[src/rtl/core/phlp_pkg.sv]
`timescale 1ns / 1ps
`default_nettype none

package phlp_pkg;

  localparam int unsigned PosW = 7;

  localparam logic [PosW-1:0] PosMax       = 7'd127;
  localparam logic [PosW-1:0] PosTypeHi    = 7'd12;
  localparam logic [PosW-1:0] PosTypeLo    = 7'd13;
  localparam logic [PosW-1:0] PosIhl       = 7'd14;
  localparam logic [PosW-1:0] PosProto     = 7'd23;
  localparam logic [PosW-1:0] TcpOffPos    = 7'd26;  // 14 byte L2 header + 12

  localparam logic [15:0] EthLen     = 16'd14;
  localparam logic [15:0] NonIpLen   = 16'd42;
  localparam logic [15:0] MinIpEnd   = 16'd34;
  localparam logic [15:0] UdpLen     = 16'd8;
  localparam logic [15:0] TcpOffByte = 16'd12;
  localparam logic [15:0] Ipv4Type   = 16'h0800;

  localparam logic [7:0] ProtoIcmp = 8'h01;
  localparam logic [7:0] ProtoTcp  = 8'h06;
  localparam logic [7:0] ProtoUdp  = 8'h11;

  typedef enum logic [3:0] {
    ClsShortL2   = 4'd0,
    ClsNonIpv4   = 4'd1,
    ClsShortIp   = 4'd2,
    ClsTruncIp   = 4'd3,
    ClsIcmp      = 4'd4,
    ClsUdp       = 4'd5,
    ClsTcpTrunc  = 4'd6,
    ClsTcp       = 4'd7,
    ClsOther     = 4'd8
  } hdr_class_e;

  // Header fields of one finished packet, handed from capture to classify
  typedef struct packed {
    logic [15:0] ether_type;
    logic [3:0]  ip_words;
    logic [7:0]  ip_proto;
    logic [3:0]  tcp_words;
    logic [15:0] pkt_len;
  } hdr_snap_t;

endpackage

`default_nettype wire

[src/rtl/core/phlp_capture.sv]
`timescale 1ns / 1ps
`default_nettype none

module phlp_capture import phlp_pkg::*; (
  input  wire logic        clk_i,
  input  wire logic        rst_ni,
  input  wire logic [7:0]  data_byte_i,
  input  wire logic [15:0] packet_length_i,
  input  wire logic        last_byte_i,
  input  wire logic        in_valid_i,
  output logic             in_ready_o,
  output hdr_snap_t        snap_o,
  output logic             snap_valid_o,
  input  wire logic        snap_ready_i
);

  logic [PosW-1:0] pos_q, pos_d;
  logic [15:0]     etype_q, etype_d;
  logic [3:0]      ihl_q, ihl_d;
  logic [7:0]      proto_q, proto_d;
  logic [3:0]      tcpw_q, tcpw_d;
  logic [PosW-1:0] tcp_pos;
  logic            accept;
  logic            snap_valid_q;
  hdr_snap_t       snap_q;

  assign in_ready_o = !snap_valid_q || snap_ready_i;
  assign accept     = in_valid_i && in_ready_o;
  assign tcp_pos    = TcpOffPos + {1'b0, ihl_q, 2'b00};

  always_comb begin
    etype_d = etype_q;
    ihl_d   = ihl_q;
    proto_d = proto_q;
    tcpw_d  = tcpw_q;
    priority if (pos_q == PosTypeHi) begin
      etype_d[15:8] = data_byte_i;
    end else if (pos_q == PosTypeLo) begin
      etype_d[7:0] = data_byte_i;
    end else if (pos_q == PosIhl) begin
      ihl_d = data_byte_i[3:0];
    end else if (pos_q == PosProto) begin
      proto_d = data_byte_i;
    end
    if (pos_q == tcp_pos && pos_q > PosIhl) begin
      tcpw_d = data_byte_i[7:4];
    end
    pos_d = (pos_q < PosMax) ? pos_q + 7'd1 : pos_q;
  end

  always_ff @(posedge clk_i or negedge rst_ni) begin
    if (!rst_ni) begin
      pos_q        <= '0;
      etype_q      <= '0;
      ihl_q        <= '0;
      proto_q      <= '0;
      tcpw_q       <= '0;
      snap_valid_q <= 1'b0;
    end else begin
      if (accept && last_byte_i) begin
        // last byte counts too, then state returns to its reset values
        pos_q        <= '0;
        etype_q      <= '0;
        ihl_q        <= '0;
        proto_q      <= '0;
        tcpw_q       <= '0;
        snap_valid_q <= 1'b1;
      end else begin
        if (accept) begin
          pos_q   <= pos_d;
          etype_q <= etype_d;
          ihl_q   <= ihl_d;
          proto_q <= proto_d;
          tcpw_q  <= tcpw_d;
        end
        if (snap_ready_i) begin
          snap_valid_q <= 1'b0;
        end
      end
    end
  end

  always_ff @(posedge clk_i) begin
    if (accept && last_byte_i) begin
      snap_q.ether_type <= etype_d;
      snap_q.ip_words   <= ihl_d;
      snap_q.ip_proto   <= proto_d;
      snap_q.tcp_words  <= tcpw_d;
      snap_q.pkt_len    <= packet_length_i;
    end
  end

  assign snap_o       = snap_q;
  assign snap_valid_o = snap_valid_q;

endmodule

`default_nettype wire

[src/rtl/core/phlp_classify.sv]
`timescale 1ns / 1ps
`default_nettype none

module phlp_classify import phlp_pkg::*; (
  input  wire logic        clk_i,
  input  wire logic        rst_ni,
  input  hdr_snap_t        snap_i,
  input  wire logic        snap_valid_i,
  output logic             snap_ready_o,
  output logic [15:0]      header_length_o,
  output logic [3:0]       header_class_o,
  output logic             out_valid_o,
  input  wire logic        out_ready_i
);

  logic [15:0] total;
  logic [15:0] hl_d;
  hdr_class_e  cls_d;
  logic [15:0] hl_q;
  hdr_class_e  cls_q;
  logic        out_valid_q;
  logic        load;

  assign total = EthLen + {10'd0, snap_i.ip_words, 2'b00};

  always_comb begin
    priority if (snap_i.pkt_len < EthLen) begin
      hl_d  = EthLen;
      cls_d = ClsShortL2;
    end else if (snap_i.ether_type != Ipv4Type) begin
      hl_d  = NonIpLen;
      cls_d = ClsNonIpv4;
    end else if (snap_i.pkt_len < MinIpEnd) begin
      hl_d  = MinIpEnd;
      cls_d = ClsShortIp;
    end else if (snap_i.pkt_len < total) begin
      hl_d  = snap_i.pkt_len;
      cls_d = ClsTruncIp;
    end else if (snap_i.ip_proto == ProtoIcmp) begin
      hl_d  = NonIpLen;
      cls_d = ClsIcmp;
    end else if (snap_i.ip_proto == ProtoUdp) begin
      hl_d  = total + UdpLen;
      cls_d = ClsUdp;
    end else if (snap_i.ip_proto == ProtoTcp) begin
      if (snap_i.pkt_len <= total + TcpOffByte) begin
        hl_d  = total;
        cls_d = ClsTcpTrunc;
      end else begin
        hl_d  = total + {10'd0, snap_i.tcp_words, 2'b00};
        cls_d = ClsTcp;
      end
    end else begin
      hl_d  = total;
      cls_d = ClsOther;
    end
  end

  assign snap_ready_o = !out_valid_q || out_ready_i;
  assign load         = snap_valid_i && snap_ready_o;

  always_ff @(posedge clk_i or negedge rst_ni) begin
    if (!rst_ni) begin
      out_valid_q <= 1'b0;
    end else if (load) begin
      out_valid_q <= 1'b1;
    end else if (out_ready_i) begin
      out_valid_q <= 1'b0;
    end
  end

  always_ff @(posedge clk_i) begin
    if (load) begin
      hl_q  <= hl_d;
      cls_q <= cls_d;
    end
  end

  assign header_length_o = hl_q;
  assign header_class_o  = cls_q;
  assign out_valid_o     = out_valid_q;

endmodule

`default_nettype wire

[src/rtl/core/packet_header_length_parser_unit.sv]
// Capture header length parser for Ethernet / IPv4 / TCP / UDP frames.
//
// Input channel (in_valid_i / in_ready_o): one packet byte per transfer, in
// wire order from the first Ethernet header byte, with the packet length and
// a last-byte mark. Only a transfer with last_byte_i set produces a result.
// Output channel (out_valid_o / out_ready_i): header_length_o and
// header_class_o for each finished packet.
//
// Throughput: one byte per cycle unless the snapshot and result registers are
// both full. The field capture is one compare stage against the running byte
// position, so bytes stream with no gaps until then. The snapshot register
// takes the packet at the last byte's transfer, and the result register takes
// it from there once free; out_valid_o then rises.
//
// Reset clears the byte position, the captured fields and both valid flags;
// no packet is in progress afterward. When the receiver stalls, the result
// register holds its value and the snapshot stage still takes one more
// finished packet; input backs up only once both are full.
`timescale 1ns / 1ps
`default_nettype none

module packet_header_length_parser_unit import phlp_pkg::*; (
  input  wire logic        clk_i,
  input  wire logic        rst_ni,
  input  wire logic        in_valid_i,
  output logic             in_ready_o,
  input  wire logic [7:0]  data_byte_i,
  input  wire logic [15:0] packet_length_i,
  input  wire logic        last_byte_i,
  output logic             out_valid_o,
  input  wire logic        out_ready_i,
  output logic [15:0]      header_length_o,
  output logic [3:0]       header_class_o
);

  hdr_snap_t snap;
  logic      snap_valid;
  logic      snap_ready;

  phlp_capture u_capture (
    .clk_i           (clk_i),
    .rst_ni          (rst_ni),
    .data_byte_i     (data_byte_i),
    .packet_length_i (packet_length_i),
    .last_byte_i     (last_byte_i),
    .in_valid_i      (in_valid_i),
    .in_ready_o      (in_ready_o),
    .snap_o          (snap),
    .snap_valid_o    (snap_valid),
    .snap_ready_i    (snap_ready)
  );

  phlp_classify u_classify (
    .clk_i           (clk_i),
    .rst_ni          (rst_ni),
    .snap_i          (snap),
    .snap_valid_i    (snap_valid),
    .snap_ready_o    (snap_ready),
    .header_length_o (header_length_o),
    .header_class_o  (header_class_o),
    .out_valid_o     (out_valid_o),
    .out_ready_i     (out_ready_i)
  );

endmodule

`default_nettype wire

[config.mk]
export PLATFORM = sky130hd
export DESIGN_NAME = packet_header_length_parser_unit
export DESIGN_NICKNAME = d
export VERILOG_FILES = /design/src/rtl/core/phlp_pkg.sv /design/src/rtl/core/phlp_capture.sv /design/src/rtl/core/phlp_classify.sv /design/src/rtl/core/packet_header_length_parser_unit.sv
export SDC_FILE = /design/constraint.sdc
export NUM_CORES = 1
export LEC_CHECK = 0
export ABC_AREA = 0
export BUFFER_PORTS_ARGS = -buffer_cell sky130_fd_sc_hd__buf_2
export CAP_MARGIN = 30
export CORE_ASPECT_RATIO = 1.75
export CORE_UTILIZATION = 60
export DETAILED_ROUTE_END_ITERATION = 10
export PLACE_DENSITY = 0.8
export SLEW_MARGIN = 10
export SYNTH_ARGS = -nofsm -noshare
export SYNTH_HDL_FRONTEND = slang
export SYNTH_HIERARCHICAL = 1
export SYNTH_SLANG_ARGS = --single-unit
[constraint.sdc]
create_clock -name clk_i -period 5.15 [get_ports clk_i]
set_input_delay 0.2575 -clock clk_i [delete_from_list [all_inputs] [get_ports clk_i]]
set_output_delay 0.2575 -clock clk_i [all_outputs]
set_load 0.01 [all_outputs]
==> reports/qor.csv, run 1 <==
metric;value;unit
total track usage;0.272;
Hold Path Class;input port to register;
Mapped Area;5870;um^2
Final nets;580;
post-layout min period;4010;ps
Main synth FF type;edfxtp_1;
Yosys top cell by area;edfxtp_1;
Critical Path End Type;register;
area share of the largest cell type after synthesis;0.348;
VDD IR max;0.269;mV
core region area;9470;um^2
CP arrival;4110;ps
final non-filler cell area;6520;um^2
H-tree depth;3;
TritonCTS Buffers;9;
Final Power;2.20;mW
Routed WL;13.2;mm
crit-path max FO;7;
Sum Neg Setup Slack;0;ps
pin count of the biggest net entering global routing;49;
syn avg cell area;12.3;um^2
final count of hold timing violations;0;
DRT antenna net count;0;
Yosys warning count;6;
post-CTS setup buffer count;0;
die span in x;76.7;um
number of remaining DRC errors;0;
via count;4219;
filler instances;716;
sequential area share after synthesis;0.523;
number of antenna diodes;0;
Final setup violation count;0;
Hold Path Depth;1;
vias in the first global route;4134;
share of cells above drive strength 1;0.225;
placed inst area;6140;um^2
Ports;51;
WL met1;4.59;mm
Slew @ Worst Pin;822;ps
cts hold-fix bufs;0;
run status;finished clean;
hpwl dp;9.43;mm
CP required;5250;ps
r2r worst-path depth;13;
Root Buffer;clkbuf_16;
most frequent cells in the layout;edfxtp_1 (68), buf_2 (50), dfrtp_1 (41);
worst r2r src;u_capture/snap_o[28]$_DFFE_PN_;
first-pass GRT wire length;21.0;mm
RSZ-0062 raised after global routing;no;
Clock Skew;7.19;ps
Layout area overhead;11.1;%
Cells after DPL;632;
commonest non-fill, non-tap cell in the layout;edfxtp_1;
Routed WL per cell;20.3;um
row count;47;
period utilization;0.778;
setup ws final;1140;ps
max cap viols;0;
die area;10200;um^2
WL met3;502;um
clk_lat worst skew;350;ps
Max Freq;250;MHz
Distinct cells, synth;82;
top cells by area, synth;edfxtp_1 (35%), dfrtp_1 (17%), ha_1 (5.5%);
Rel. slew slack;0.452;
initial antenna violation count;0;
Die Ht;133;um
Clock Sinks;109;
Initial Utilization;0.620;
CTS clk-pin slew, worst paths;70;ps
Non-Filler Instances;651;
Worst setup SP type;register;
Hold Path End;u_capture/snap_o[1]$_DFFE_PN_;
met2 WL;7.58;mm
Vias/cell;6.48;
Resized Gates After CTS;0;
hold_ws;80.1;ps
fin. max-slew vios;0;
pwr dens;337;nW/um^2
Worst R2R Setup Slack;1140;ps
iteration-0 DRC count of the detailed router;215;
Pre-antenna DRT Iters;5;
GP Congestion;0.925;
fraction of registers with async set/reset;0.376;
Lkg Pwr;2.68;nW
CTS Buffer Depth;2;
worst slack at placement;1190;ps
IO buf count;50;
Setup CP Type;register to register;
Overflow after GRT;0;
HP Start;packet_length_i[1];
Finished Core Util;0.689;
reg2reg end;u_classify/header_length_o[3]$_SDFFCE_PP1P_;
number of synthesized register bits;109;
Mapped Cells;476;
CTS tree;yes;
Top Layer Used;met4;
Post-synth EDFFs;68;
==> cells by family after synthesis <==
logic type | Yosys count | synth area share
AO/OA/AOI/OAI | 129 | 0.164
AND/OR/NAND/NOR | 121 | 0.138
flip-flops | 109 | 0.523
buffers and inverters | 56 | 0.0499
adder cells (fa/ha/maj) | 27 | 0.0589
multiplexers | 24 | 0.0523
XOR/XNOR | 9 | 0.0134
other | 1 | 0.000639
==> Yosys cell counts (6+ instances only) <==
cell type   n
buf_2       7
and3_1      8
o311ai_0    6
o21ai_0    16
a22o_1      6
a221o_1     9
mux2_2     13
mux2_4     10
dfrtp_1    41
and4_1      6
a21oi_1    15
edfxtp_1   68
nand3_1     7
xnor2_1     6
a31oi_1    16
nor2_1     15
o22ai_1     8
a22oi_1     8
ha_1       26
clkbuf_1    9
a21o_1     11
nand2_1    23
inv_1      29
==> report_power, final <==
| group | switching (mW) | internal (mW) | total [mW] |
|---|---|---|---|
| combinational | 0.192 | 0.159 | 0.351 |
| sequential | 0.0689 | 1.04 | 1.11 |
| clock | 0.328 | 0.411 | 0.739 |
==> flip-flops by register name, summed over array words and instances (netlist names) <==
| register | flops |
|---|---|
| u_capture/snap_o | 48 |
| u_capture/etype_q | 16 |
| u_classify/header_length_o | 16 |
| u_capture/proto_q | 8 |
| u_capture/pos_q | 7 |
| u_capture/ihl_q | 4 |
| u_capture/tcpw_q | 4 |
| u_classify/header_class_o | 4 |
| u_capture/snap_valid_o | 1 |
| u_classify/out_valid_o | 1 |
==> final cells by class <==
cell class | count | area [um^2] | share of cell area
clock inverters | 4 | 40.0 | 0.00614
flip-flops and latches | 109 | 3070 | 0.471
repair buffers | 56 | 325 | 0.0499
inverters | 30 | 113 | 0.0173
multi-input cells | 318 | 2530 | 0.388
well taps | 122 | 153 | 0.0234
clock buffers | 12 | 289 | 0.0443
==> worst max-delay path by stage <==
| stage | start | endpoint | cells after the start |
|---|---|---|---|
| floorplan | u_capture/snap_o[28]$_DFFE_PN_ | u_classify/header_length_o[3]$_SDFFCE_PP1P_ | 14 |
| global placement | u_capture/snap_o[28]$_DFFE_PN_ | u_classify/header_length_o[3]$_SDFFCE_PP1P_ | 13 |
| detailed placement | u_capture/snap_o[28]$_DFFE_PN_ | u_classify/header_length_o[3]$_SDFFCE_PP1P_ | 13 |
| CTS | u_capture/snap_o[28]$_DFFE_PN_ | u_classify/header_length_o[3]$_SDFFCE_PP1P_ | 13 |
| global route | u_capture/snap_o[28]$_DFFE_PN_ | u_classify/header_length_o[3]$_SDFFCE_PP1P_ | 13 |
| finish | u_capture/snap_o[28]$_DFFE_PN_ | u_classify/header_length_o[3]$_SDFFCE_PP1P_ | 13 |
==> metal layers <==
metal | vias up | GRT usage
li1 | 1931 | -
met2 | 160 | 0.505
met3 | 39 | 0.0366
met5 | - | 0
met1 | 2089 | 0.291
met4 | 0 | 0.154
==> critical path: stages (launching register included) <==
cell and delay (ps):
edfxtp_1 470, inv_1 140, ha_1 240, xnor2_1 390, ha_1 350, a21oi_1 90
xnor2_1 130, ha_1 310, a21o_1 160, a21o_1 180, a2111o_1 470, and2_4 220
a2111o_1 410, a31o_1 210
(Power assumes the default switching activity.)
==> run 2: changes to the inputs <==
CORE_UTILIZATION = 54   (was 60)
PLACE_DENSITY = 0.76   (was 0.8)
clock period = 3.3 ns   (was 5.15 ns; I/O delays follow)
==> reports/qor.csv, run 2 (synthesis results as in run 1) <==
metric;value;unit
Initial Utilization;0.552;
Net Switching;881;uW
Seq pwr share;0.496;
CP arrival;3400;ps
via count;4240;
worst-path cell chain;inv_2, ha_4, xnor2_4, ha_4, a21oi_2, xnor2_1, ha_1, a21o_1, a21o_1, a2111o_1, and2_4, a2111o_1, a31o_1;
Setup CP Type;register to register;
Worst setup SP type;register;
Final setup violation count;1;
Pre-antenna DRT Iters;5;
Rel. slew slack;0.399;
Layout area overhead;18.3;%
Hold Path Class;input port to register;
setup ws final;-1.75;ps
pwr dens;502;nW/um^2
share of cells above drive strength 1;0.266;
Slew @ Worst Pin;902;ps
Die Ht;140;um
number of antenna diodes;0;
placed inst area;6360;um^2
H-tree depth;3;
worst slack at placement;-74.5;ps
filler instances;833;
Largest register FFs;48;
number of remaining DRC errors;0;
period utilization;1.00;
DRT antenna net count;0;
Overflow after GRT;0;
crit-path max FO;4;
HP Start;out_ready_i;
IO buf count;50;
CTS clk-pin slew, worst paths;70;ps
row count;50;
CTS tree;yes;
sw frac;0.253;
CP required;3400;ps
total track usage;0.257;
CP max stage delay;400;ps
RSZ-0062 raised after global routing;yes;
Ports;51;
worst r2r src;u_capture/snap_o[29]$_DFFE_PN_;
Critical Path End Type;register;
Cells after DPL;660;
Final nets;618;
commonest non-fill, non-tap cell in the layout;edfxtp_1;
fin. max-slew vios;0;
Routed WL per cell;19.1;um
Routed WL;13.3;mm
Hold Path Depth;3;
Clock power frac;0.336;
Root Buffer;clkbuf_16;
run status;finished, violations left;
register area;3070;um^2
GP Congestion;0.893;
TritonCTS Buffers;9;
Sum Neg Setup Slack;-1.75;ps
hpwl dp;9.56;mm
combinational power share;0.168;
multi-input logic area;2610;um^2
Non-Filler Instances;697;
failing checks;setup timing;
r2r worst-path depth;13;
hold_ws;161;ps
crit path from;u_capture/snap_o[29]$_DFFE_PN_;
iteration-0 DRC count of the detailed router;180;
VDD IR max;0.302;mV
pin count of the biggest net entering global routing;49;
Clock Sinks;109;
core region area;10600;um^2
Clock Skew;6.51;ps
clk_lat worst skew;350;ps
Max Freq;303;MHz
first-pass GRT wire length;21.7;mm
initial antenna violation count;0;
final non-filler cell area;6940;um^2
max cap viols;0;
die area;11300;um^2
most frequent cells in the layout;edfxtp_1 (68), buf_2 (50), dfrtp_1 (41);
vias in the first global route;4372;
CTS Buffer Depth;2;
post-layout min period;3300;ps
Vias/cell;6.08;
Lkg Pwr;2.85;nW
die span in x;80.8;um
Slowest-stage cell, CP;a2111o_1;
final count of hold timing violations;0;
P_int;2.60;mW
-- run 2: cell types whose count changed in the layout (fill, tap and decap cells not counted), moves of 2 or more --
cell,change
a21oi_1,-2
buf_4,+23
buf_8,-2
clkbuf_1,+2
dlygate4sd3_1,+16
ha_1,-4
ha_4,+3
inv_1,-3
inv_2,+4
inv_6,-2
inv_8,-2
-- run 2: through the flow --
step,total power [mW],utilization
final,3.48,0.652
after global routing,3.63,0.652
after CTS,3.50,0.645
after detailed placement,2.31,0.598
after global placement,2.27,0.598
after floorplan,2.15,-
-- run 2: layout make-up --
class / instances / area share
Clock buffer: 14 / 0.0427
Clock inverter: 2 / 0.00541
Inverter: 30 / 0.0162
Multi-Input combinational cell: 318 / 0.377
Sequential cell: 109 / 0.442
Tap cell: 130 / 0.0234
Timing Repair Buffer: 94 / 0.0934
-- run 2: worst paths after layout --
path                                                               end  slack (ps)
hold / removal                      u_classify/out_valid_o$_DFFE_PN0P_         160
setup reg to reg           u_classify/header_length_o[3]$_SDFFCE_PP1P_          -2
min in group asynchronous            u_capture/etype_q[12]$_DFFE_PN0P_         180
hold reg to reg                       u_capture/proto_q[2]$_DFFE_PN0P_         510
setup / recovery           u_classify/header_length_o[3]$_SDFFCE_PP1P_          -2
max in group asynchronous             u_capture/proto_q[3]$_DFFE_PN0P_        2690
-- run 2: power groups by stage --
stage | Clock [mW] | Combinational (mW) | Sequential, mW
after global placement | 0 | 0.530 | 1.74
after floorplan | 0 | 0.443 | 1.70
final | 1.17 | 0.586 | 1.73
after detailed placement | 0 | 0.551 | 1.75
after global routing | 1.24 | 0.648 | 1.74
after CTS | 1.20 | 0.573 | 1.73
-- run 2: layer usage --
layer / up-vias / wire length (um) / global-route usage
met1: 2079 / 4720 / 0.267
met4: 0 / 555 / 0.143
met5: - / 0 / 0
met2: 118 / 7620 / 0.480
met3: 40 / 391 / 0.0302
li1: 2003 / - / -
-- run 2: worst max-delay path: cells and delay by family, from the launching register on --
family / cells / cell delay [ps]
adders and majority gates: 3 / 690
DFF: 1 / 390
and+or+nand+nor: 1 / 170
buffers and inverters: 1 / 90
xor gates and xnor gates: 2 / 370
AOI/OAI and AO/OA: 6 / 1360
-- run 2: repair_timing --
action | in CTS | in global routing
endpoints found under the setup margin | 2 | 6
hold endpoints to repair | 31 | 1
pin swaps | 0 | 10
gates resized for setup | 1 | 3
setup buffers | 1 | 1
hold buffers | 16 | 1
